### src/hw/rtl/sot_pkg.sv
// Shared widths and controller state codes for the segment overlap trimmer.
package sot_pkg;

  // Fixed field widths.
  localparam int POS_W   = 32;
  localparam int SCORE_W = 25;

  // Controller states, one-hot.
  typedef enum logic [8:0] {
    ST_IDLE   = 9'b000000001,
    ST_ENDS   = 9'b000000010,
    ST_DECIDE = 9'b000000100,
    ST_MUL    = 9'b000001000,
    ST_DIV    = 9'b000010000,
    ST_FIX    = 9'b000100000,
    ST_EMIT_H = 9'b001000000,
    ST_COMMIT = 9'b010000000,
    ST_EMIT_N = 9'b100000000
  } sot_state_t;

endpackage

### src/hw/rtl/segment_overlap_trimmer_top.sv
// Top level of the segment overlap trimmer: pair check, bit-serial rescale and output register.

// The block reads a list of alignment segments, one per request, keeps the previous
// segment and trims overlaps between it and the new one on the query axis. A held
// segment leaves when the next one arrives; the request marked tlast is flushed right
// after its predecessor, with tlast set on the result. Items are taken one at a time.
// A pair where one segment is shortened goes through the shift-add multiplier (one bit
// of the new length per cycle) and the restoring divider (one quotient bit per cycle
// for the 25 score bits) that rescale the score. A last item adds the flush step
// ST_EMIT_N. A stalled result holds the block only when the next result is ready to
// leave; the output register lets the next request in.
module segment_overlap_trimmer_top
  import sot_pkg::*;
#(
  parameter int LENGTH_BITS = 24
) (
  input  logic                clk,
  input  logic                rst,
  // Input segments.
  input  logic                s_axis_tvalid,
  output logic                s_axis_tready,
  // Fields from bit 0: query_start, target_start, seg_length, seg_score, strand_plus.
  input  logic [((2 * POS_W + LENGTH_BITS + SCORE_W + 8) / 8) * 8 - 1:0] s_axis_tdata,
  input  logic                s_axis_tlast,   // last_in_list
  // Trimmed segments.
  output logic                m_axis_tvalid,
  input  logic                m_axis_tready,
  // Fields from bit 0: out_query_start, out_target_start, out_length, out_score,
  // out_strand_plus, out_trimmed.
  output logic [((2 * POS_W + LENGTH_BITS + SCORE_W + 9) / 8) * 8 - 1:0] m_axis_tdata,
  output logic                m_axis_tlast    // out_last
);

  localparam int LB        = LENGTH_BITS;
  localparam int IN_BITS   = 2 * POS_W + LB + SCORE_W + 1;
  localparam int OUT_BITS  = IN_BITS + 1;
  localparam int OUT_W     = ((OUT_BITS + 7) / 8) * 8;
  localparam int TS_LO     = POS_W;
  localparam int LEN_LO    = 2 * POS_W;
  localparam int SCORE_LO  = LEN_LO + LB;
  localparam int STRAND_B  = SCORE_LO + SCORE_W;
  localparam int STEPS_MAX = (LB > SCORE_W) ? LB : SCORE_W;
  localparam int CNT_W     = $clog2(STEPS_MAX);
  localparam int WORK_W    = LB + SCORE_W + 1;
  localparam int PROD_W    = LB + SCORE_W;

  sot_state_t state;

  // Held segment.
  logic                      held_valid;
  logic [POS_W-1:0]          h_qs, h_ts;
  logic [LB-1:0]             h_len;
  logic signed [SCORE_W-1:0] h_score;
  logic                      h_strand, h_trim;

  // Newly accepted segment.
  logic [POS_W-1:0]          n_qs, n_ts;
  logic [LB-1:0]             n_len;
  logic signed [SCORE_W-1:0] n_score;
  logic                      n_strand, n_trim, n_last;

  // Query end positions, computed without wrap.
  logic [POS_W:0]            eh, en;

  // Rescale unit.
  logic                      sh_new;
  logic [LB-1:0]             sh_nl, sh_len;
  logic                      sh_neg;
  logic [SCORE_W-1:0]        sh_mag;
  logic [WORK_W-1:0]         work;
  logic [LB-1:0]             rem;
  logic [SCORE_W-1:0]        qsr;
  logic [CNT_W-1:0]          cnt;

  // Pair classification.
  logic h_nz, n_nz, h_in_n, n_in_h, drop_h, drop_n, past_h, trim_h, trim_n;
  always_comb begin
    h_nz   = (h_len != '0);
    n_nz   = (n_len != '0);
    h_in_n = h_nz && n_nz && (h_qs >= n_qs) && (eh <= en);
    n_in_h = h_nz && n_nz && (n_qs >= h_qs) && (en <= eh);
    drop_h = !h_nz || h_in_n;
    drop_n = !n_nz || n_in_h;
    past_h = ({1'b0, n_qs} > eh);
    trim_h = (h_qs < n_qs);
    trim_n = (n_qs < h_qs) && ({1'b0, h_qs} <= en);
  end

  // Shorten target values picked in the decide step.
  logic [LB-1:0]             pick_nl, pick_len;
  logic signed [SCORE_W-1:0] pick_score;
  always_comb begin
    if (trim_h) begin
      pick_nl    = LB'(n_qs - h_qs);
      pick_len   = h_len;
      pick_score = h_score;
    end else begin
      pick_nl    = LB'(h_qs - n_qs);
      pick_len   = n_len;
      pick_score = n_score;
    end
  end

  // One shift-add multiply step and one restoring divide step.
  logic [SCORE_W:0]          mul_sum;
  logic [WORK_W-1:0]         work_next;
  logic [LB:0]               div_t;
  logic                      div_ge;
  logic [LB:0]               div_diff;
  logic signed [SCORE_W-1:0] res_score;
  always_comb begin
    mul_sum   = work[WORK_W-1:LB] + (work[0] ? {1'b0, sh_mag} : '0);
    work_next = {mul_sum, work[LB-1:0]} >> 1;
    div_t     = {rem, qsr[SCORE_W-1]};
    div_ge    = (div_t >= {1'b0, sh_len});
    div_diff  = div_t - {1'b0, sh_len};
    res_score = sh_neg ? -$signed(qsr) : $signed(qsr);
  end

  logic out_free;
  logic out_load;
  assign out_free      = !m_axis_tvalid || m_axis_tready;
  assign out_load      = ((state == ST_EMIT_H) || (state == ST_EMIT_N)) && out_free;
  assign s_axis_tready = (state == ST_IDLE);

  // Controller and datapath.
  always_ff @(posedge clk) begin
    if (rst) begin
      state         <= ST_IDLE;
      held_valid    <= 1'b0;
      m_axis_tvalid <= 1'b0;
    end else begin
      // Output valid: a new result takes priority over clearing the one just taken.
      if (out_load) begin
        m_axis_tvalid <= 1'b1;
      end else if (m_axis_tvalid && m_axis_tready) begin
        m_axis_tvalid <= 1'b0;
      end
      unique case (state)
        ST_IDLE: begin
          if (s_axis_tvalid) begin
            n_qs     <= s_axis_tdata[TS_LO-1:0];
            n_ts     <= s_axis_tdata[LEN_LO-1:TS_LO];
            n_len    <= s_axis_tdata[SCORE_LO-1:LEN_LO];
            n_score  <= $signed(s_axis_tdata[STRAND_B-1:SCORE_LO]);
            n_strand <= s_axis_tdata[STRAND_B];
            n_trim   <= 1'b0;
            n_last   <= s_axis_tlast;
            state    <= ST_ENDS;
          end
        end
        ST_ENDS: begin
          eh <= {1'b0, h_qs} + (POS_W + 1)'(h_len) - (POS_W + 1)'(1);
          en <= {1'b0, n_qs} + (POS_W + 1)'(n_len) - (POS_W + 1)'(1);
          state <= held_valid ? ST_DECIDE : ST_COMMIT;
        end
        ST_DECIDE: begin
          priority if (drop_h) begin
            h_len <= '0;
            state <= ST_EMIT_H;
          end else if (drop_n) begin
            n_len <= '0;
            state <= ST_EMIT_H;
          end else if (past_h) begin
            state <= ST_EMIT_H;
          end else if (trim_h || trim_n) begin
            sh_new <= !trim_h;
            sh_nl  <= pick_nl;
            sh_len <= pick_len;
            sh_neg <= pick_score[SCORE_W-1];
            sh_mag <= pick_score[SCORE_W-1] ? SCORE_W'(-pick_score) : SCORE_W'(pick_score);
            work   <= {{(SCORE_W + 1){1'b0}}, pick_nl};
            cnt    <= CNT_W'(LB - 1);
            state  <= ST_MUL;
          end else begin
            state <= ST_EMIT_H;
          end
        end
        ST_MUL: begin
          work <= work_next;
          if (cnt == '0) begin
            // Product's top bits start the remainder, the rest feed the divider.
            rem   <= work_next[PROD_W-1:SCORE_W];
            qsr   <= work_next[SCORE_W-1:0];
            cnt   <= CNT_W'(SCORE_W - 1);
            state <= ST_DIV;
          end else begin
            cnt <= cnt - 1'b1;
          end
        end
        ST_DIV: begin
          rem <= div_ge ? div_diff[LB-1:0] : div_t[LB-1:0];
          qsr <= {qsr[SCORE_W-2:0], div_ge};
          cnt <= cnt - 1'b1;
          if (cnt == '0) begin
            state <= ST_FIX;
          end
        end
        ST_FIX: begin
          if (sh_new) begin
            n_len   <= sh_nl;
            n_score <= res_score;
            n_trim  <= 1'b1;
          end else begin
            h_len   <= sh_nl;
            h_score <= res_score;
            h_trim  <= 1'b1;
          end
          state <= ST_EMIT_H;
        end
        ST_EMIT_H: begin
          if (out_free) begin
            m_axis_tlast  <= 1'b0;
            m_axis_tdata  <= OUT_W'({h_trim, h_strand, h_score, h_len, h_ts, h_qs});
            state         <= ST_COMMIT;
          end
        end
        ST_COMMIT: begin
          h_qs       <= n_qs;
          h_ts       <= n_ts;
          h_len      <= n_len;
          h_score    <= n_score;
          h_strand   <= n_strand;
          h_trim     <= n_trim;
          held_valid <= !n_last;
          state      <= n_last ? ST_EMIT_N : ST_IDLE;
        end
        ST_EMIT_N: begin
          if (out_free) begin
            m_axis_tlast  <= 1'b1;
            m_axis_tdata  <= OUT_W'({n_trim, n_strand, n_score, n_len, n_ts, n_qs});
            state         <= ST_IDLE;
          end
        end
        default: begin
          state <= ST_IDLE;
        end
      endcase
    end
  end

  // The divider remainder always stays below the divisor.
  assert property (@(posedge clk) disable iff (rst) (state == ST_DIV) |-> (rem < sh_len))
    else $error("divider remainder reached the divisor");

  // A shortened length is nonzero and below the old length.
  assert property (@(posedge clk) disable iff (rst)
    (state == ST_FIX) |-> ((sh_nl != '0) && (sh_nl < sh_len)))
    else $error("shortened length out of range");

  // A rescaled score never grows in magnitude.
  assert property (@(posedge clk) disable iff (rst) (state == ST_FIX) |-> (qsr <= sh_mag))
    else $error("rescaled score grew");

  // After a flush nothing is left held.
  assert property (@(posedge clk) disable iff (rst) (state == ST_EMIT_N) |-> !held_valid)
    else $error("segment still held during flush");

endmodule

### config.mk
export PLATFORM = sky130hd
export DESIGN_NAME = segment_overlap_trimmer_top
export DESIGN_NICKNAME = d
export VERILOG_FILES = /design/src/hw/rtl/sot_pkg.sv /design/src/hw/rtl/segment_overlap_trimmer_top.sv
export SDC_FILE = /design/constraint.sdc
export NUM_CORES = 1
export LEC_CHECK = 0
export BUFFER_PORTS_ARGS = -buffer_cell sky130_fd_sc_hd__buf_4
export CORE_MARGIN = 10
export CORE_UTILIZATION = 55
export DETAILED_ROUTE_END_ITERATION = 10
export GPL_ROUTABILITY_DRIVEN = 0
export PLACE_DENSITY = 0.74
export SLEW_MARGIN = 10
export SYNTH_ARGS = -nofsm -noshare
export SYNTH_HDL_FRONTEND = slang
export SYNTH_SLANG_ARGS = --single-unit
### constraint.sdc
create_clock -name clk -period 10.72 [get_ports clk]
set_clock_uncertainty 0.1 [all_clocks]
set_input_delay 1.608 -clock clk [delete_from_list [all_inputs] [get_ports clk]]
set_output_delay 1.608 -clock clk [all_outputs]
set_load 0.02 [all_outputs]
==> metrics <==
placed cell areas 38000 um^2; Seq/Total Area, Yosys 0.509; routed vias/inst 5.85; Synth Flop Type edfxtp_1; Setup WS post-layout between 5 and 6 ns; setup_tns 0 ns; Rel. slew slack 0.187; Async S/R FF share, synth 0; share of layout cells above drive strength 1 0.120; Total Nets Final between 4000 and 5000; DR WL/cell roughly 22 um; critical path type flop to flop; crit path launch en[24]; synthesized cell area ~35000 um^2; Period minus WS final approximately 5.3 ns; Remaining DRCs 0; post_cts resized 0; Die Height around 270 um; initial antenna violation count 5; area grow syn2layout 14.3%; number of distinct library cells after synthesis 90; Max VDD drop between 0.15 and 0.2 mV; die area 74700 um^2; Slew Viols, Final 0; worst slack, placed 5.57 ns; Reg2Reg Launch Point en[24]; ANT nets after route 0; Max Fclk ~190 MHz; Critical Path Most Common Cell a221oi_1; CTS tree done; clk slew on worst S/H paths around 0.06 ns; yosys warns 0; later-pin clock latency in the skew report approximately 0.63 ns; Lkg Pwr 17.1 nW; Die Width about 270 um; Initial Utilization 0.557; Max clock buf depth 3; vias in the first global route around 25000; Fin. Hold Viols 0; max-cap viol count 0; global-route wire length before repair approximately 150000 um; core area 63300 um^2; Hold Path Cell Cnt 0; critical path required time ~11 ns; total global routing overflow 0; WP depth 12; DP HPWL 72300 um; Tot GR Track Use 0.253; Reg2Reg Depth 12; root buffer cell clkbuf_16; PortBufs approximately 240; Worst-Margin Slew 1.20 ns; largest net degree at the start of global routing 139; Core Util, Final 0.637; worst hold path class flop to flop; Data arrival, critical path approximately 5.4 ns; Final setup viols 0; H-Tree Depth 3; worst reg-to-reg setup slack ~5.4 ns; post-synthesis register bit count approximately 600; clk sinks 602; final WL 97000 um; Power Dens Cells approximately 140 nW/um^2; Setup Fix Bufs, Post-CTS 0; min-delay src n_ts[17]; status finished clean; Crit Path Max Fanout 67; Row Count 92; Final Instance Area approximately 40000 um^2; endpoint class of the critical path flop; unrepaired setup endpoints after global routing no; Post-synth EDFFs about 590; Tcrit/Tclk final 0.495; WP buf/inv 1; Num CTS Buffers 69; critical path's slowest cell nor4bb_1; Top delay family on crit path simple AND/OR/NAND/NOR gates; crit-path max cell delay just over 0.9 ns; worst-path cell chain ha_1 -> nand2_1 -> nor3_1 -> nor4bb_1 -> a221oi_1 -> o21ai_0 -> a221oi_1 -> a21o_1 -> a21oi_1 -> nand3_1 -> nor2_4 -> buf_4; average cell area after synthesis ~10 um^2; IO Count between 200 and 250; Initial DRC Count between 2000 and 3000; Post-CTS Hold Buffers 0; total vias in the final route roughly 26000; critical path launch point type flop; gate count of the mapped netlist roughly 3400; first-pass iteration count of the detailed router 6
## sequential cells by signal (all words and copies together) (netlist names), 5 cells and up
register      flops
m_axis_tdata    115
en               33
n_qs             32
rem              24
qsr              25
sh_nl            24
n_score          25
sh_len           24
sh_mag           25
h_ts             32
h_len            24
n_len            24
eh               33
h_qs             32
h_score          25
state             9
n_ts             32
work             49
cnt               5
## power breakdown
group          internal (mW)  switching [mW]  total, mW
Sequential              2.63          0.0370       2.66
Clock                   1.45            1.01       2.46
Combinational          0.183           0.267      0.450
Total                   4.26            1.31       5.57
## worst paths after layout
path	end
min reg2reg	h_ts[17]
max	sh_len[5]
max reg2reg	sh_len[5]
min	h_ts[17]
## metal layers
layer,global-route usage,part of all wire,vias to the layer above
met1,0.341,0.41,12600
met3,0.0413,0.079,183
met5,0,0.00042,-
met2,0.408,0.47,1046
li1,-,-,12500
met4,0.0932,0.033,6
## layout by cell type, fill, tap and decap left out, types with 13 or more instances in the layout
cell	count
buf_4	264
nand2_1	484
o21a_1	27
clkbuf_16	69
nor2b_1	30
nand2b_1	24
a31oi_1	16
nor4_1	19
a22o_1	48
and2_1	40
nor2_1	190
mux2_2	16
mux2i_1	33
ha_1	313
nand4_1	41
o21ai_0	232
o21bai_1	15
nor3_1	39
a211oi_1	28
nand3_1	29
a21o_1	78
edfxtp_1	591
o31ai_1	14
inv_1	354
and3_1	14
xnor2_1	99
a21oi_1	217
o211ai_1	17
xor2_1	69
or2_2	13
## cell families after synthesis
group	share of synthesized area
adders and majority gates	0.114
buffers and inverters	0.0523
other	0.000106
xor gates and xnor gates	0.0417
AOI/OAI and AO/OA	0.140
muxes	0.0149
and+or+nand+nor	0.127
DFF	0.509
## area by class of cell
class	count	area (um^2)
fillers	5079	23000
flip-flops and latches	602	18000
multi-input cells	2311	15600
repair buffers	265	2000
clock buffers	77	1770
inverters	355	1330
well taps	846	1060
clock inverters	46	611
diodes	1	2.50
## through the flow
step	cells	hold slack [ns]	power [mW]
floorplan	3384	0.326	3.00
global placement	4379	0.328	3.14
detailed placement	4379	0.334	3.15
CTS	4502	0.348	5.59
global route	4503	0.349	5.74
finish	4503	0.347	5.57
## cell usage after synthesis (15+ instances only)
library cell,number,share of area
nor4_1,19,0.0034
buf_2,23,0.0033
o21a_1,27,0.0057
mux2i_1,33,0.0094
nor2_1,193,0.021
xnor2_1,99,0.025
o21ai_0,232,0.033
o21bai_1,15,0.0032
nand4_1,41,0.0073
mux2_2,16,0.0051
nand2_1,484,0.051
nand3_1,29,0.0041
and2_1,40,0.0071
a22o_1,48,0.012
a31oi_1,16,0.0028
nor3_1,39,0.0055
xor2_1,69,0.017
nand2b_1,24,0.0043
ha_1,313,0.11
inv_1,354,0.038
clkbuf_1,79,0.0084
a21oi_1,222,0.031
a21o_1,78,0.017
o211ai_1,17,0.0036
nor2b_1,32,0.0057
edfxtp_1,591,0.50
a211oi_1,28,0.0060
Note: power is estimated with default switching activity, not from simulation.
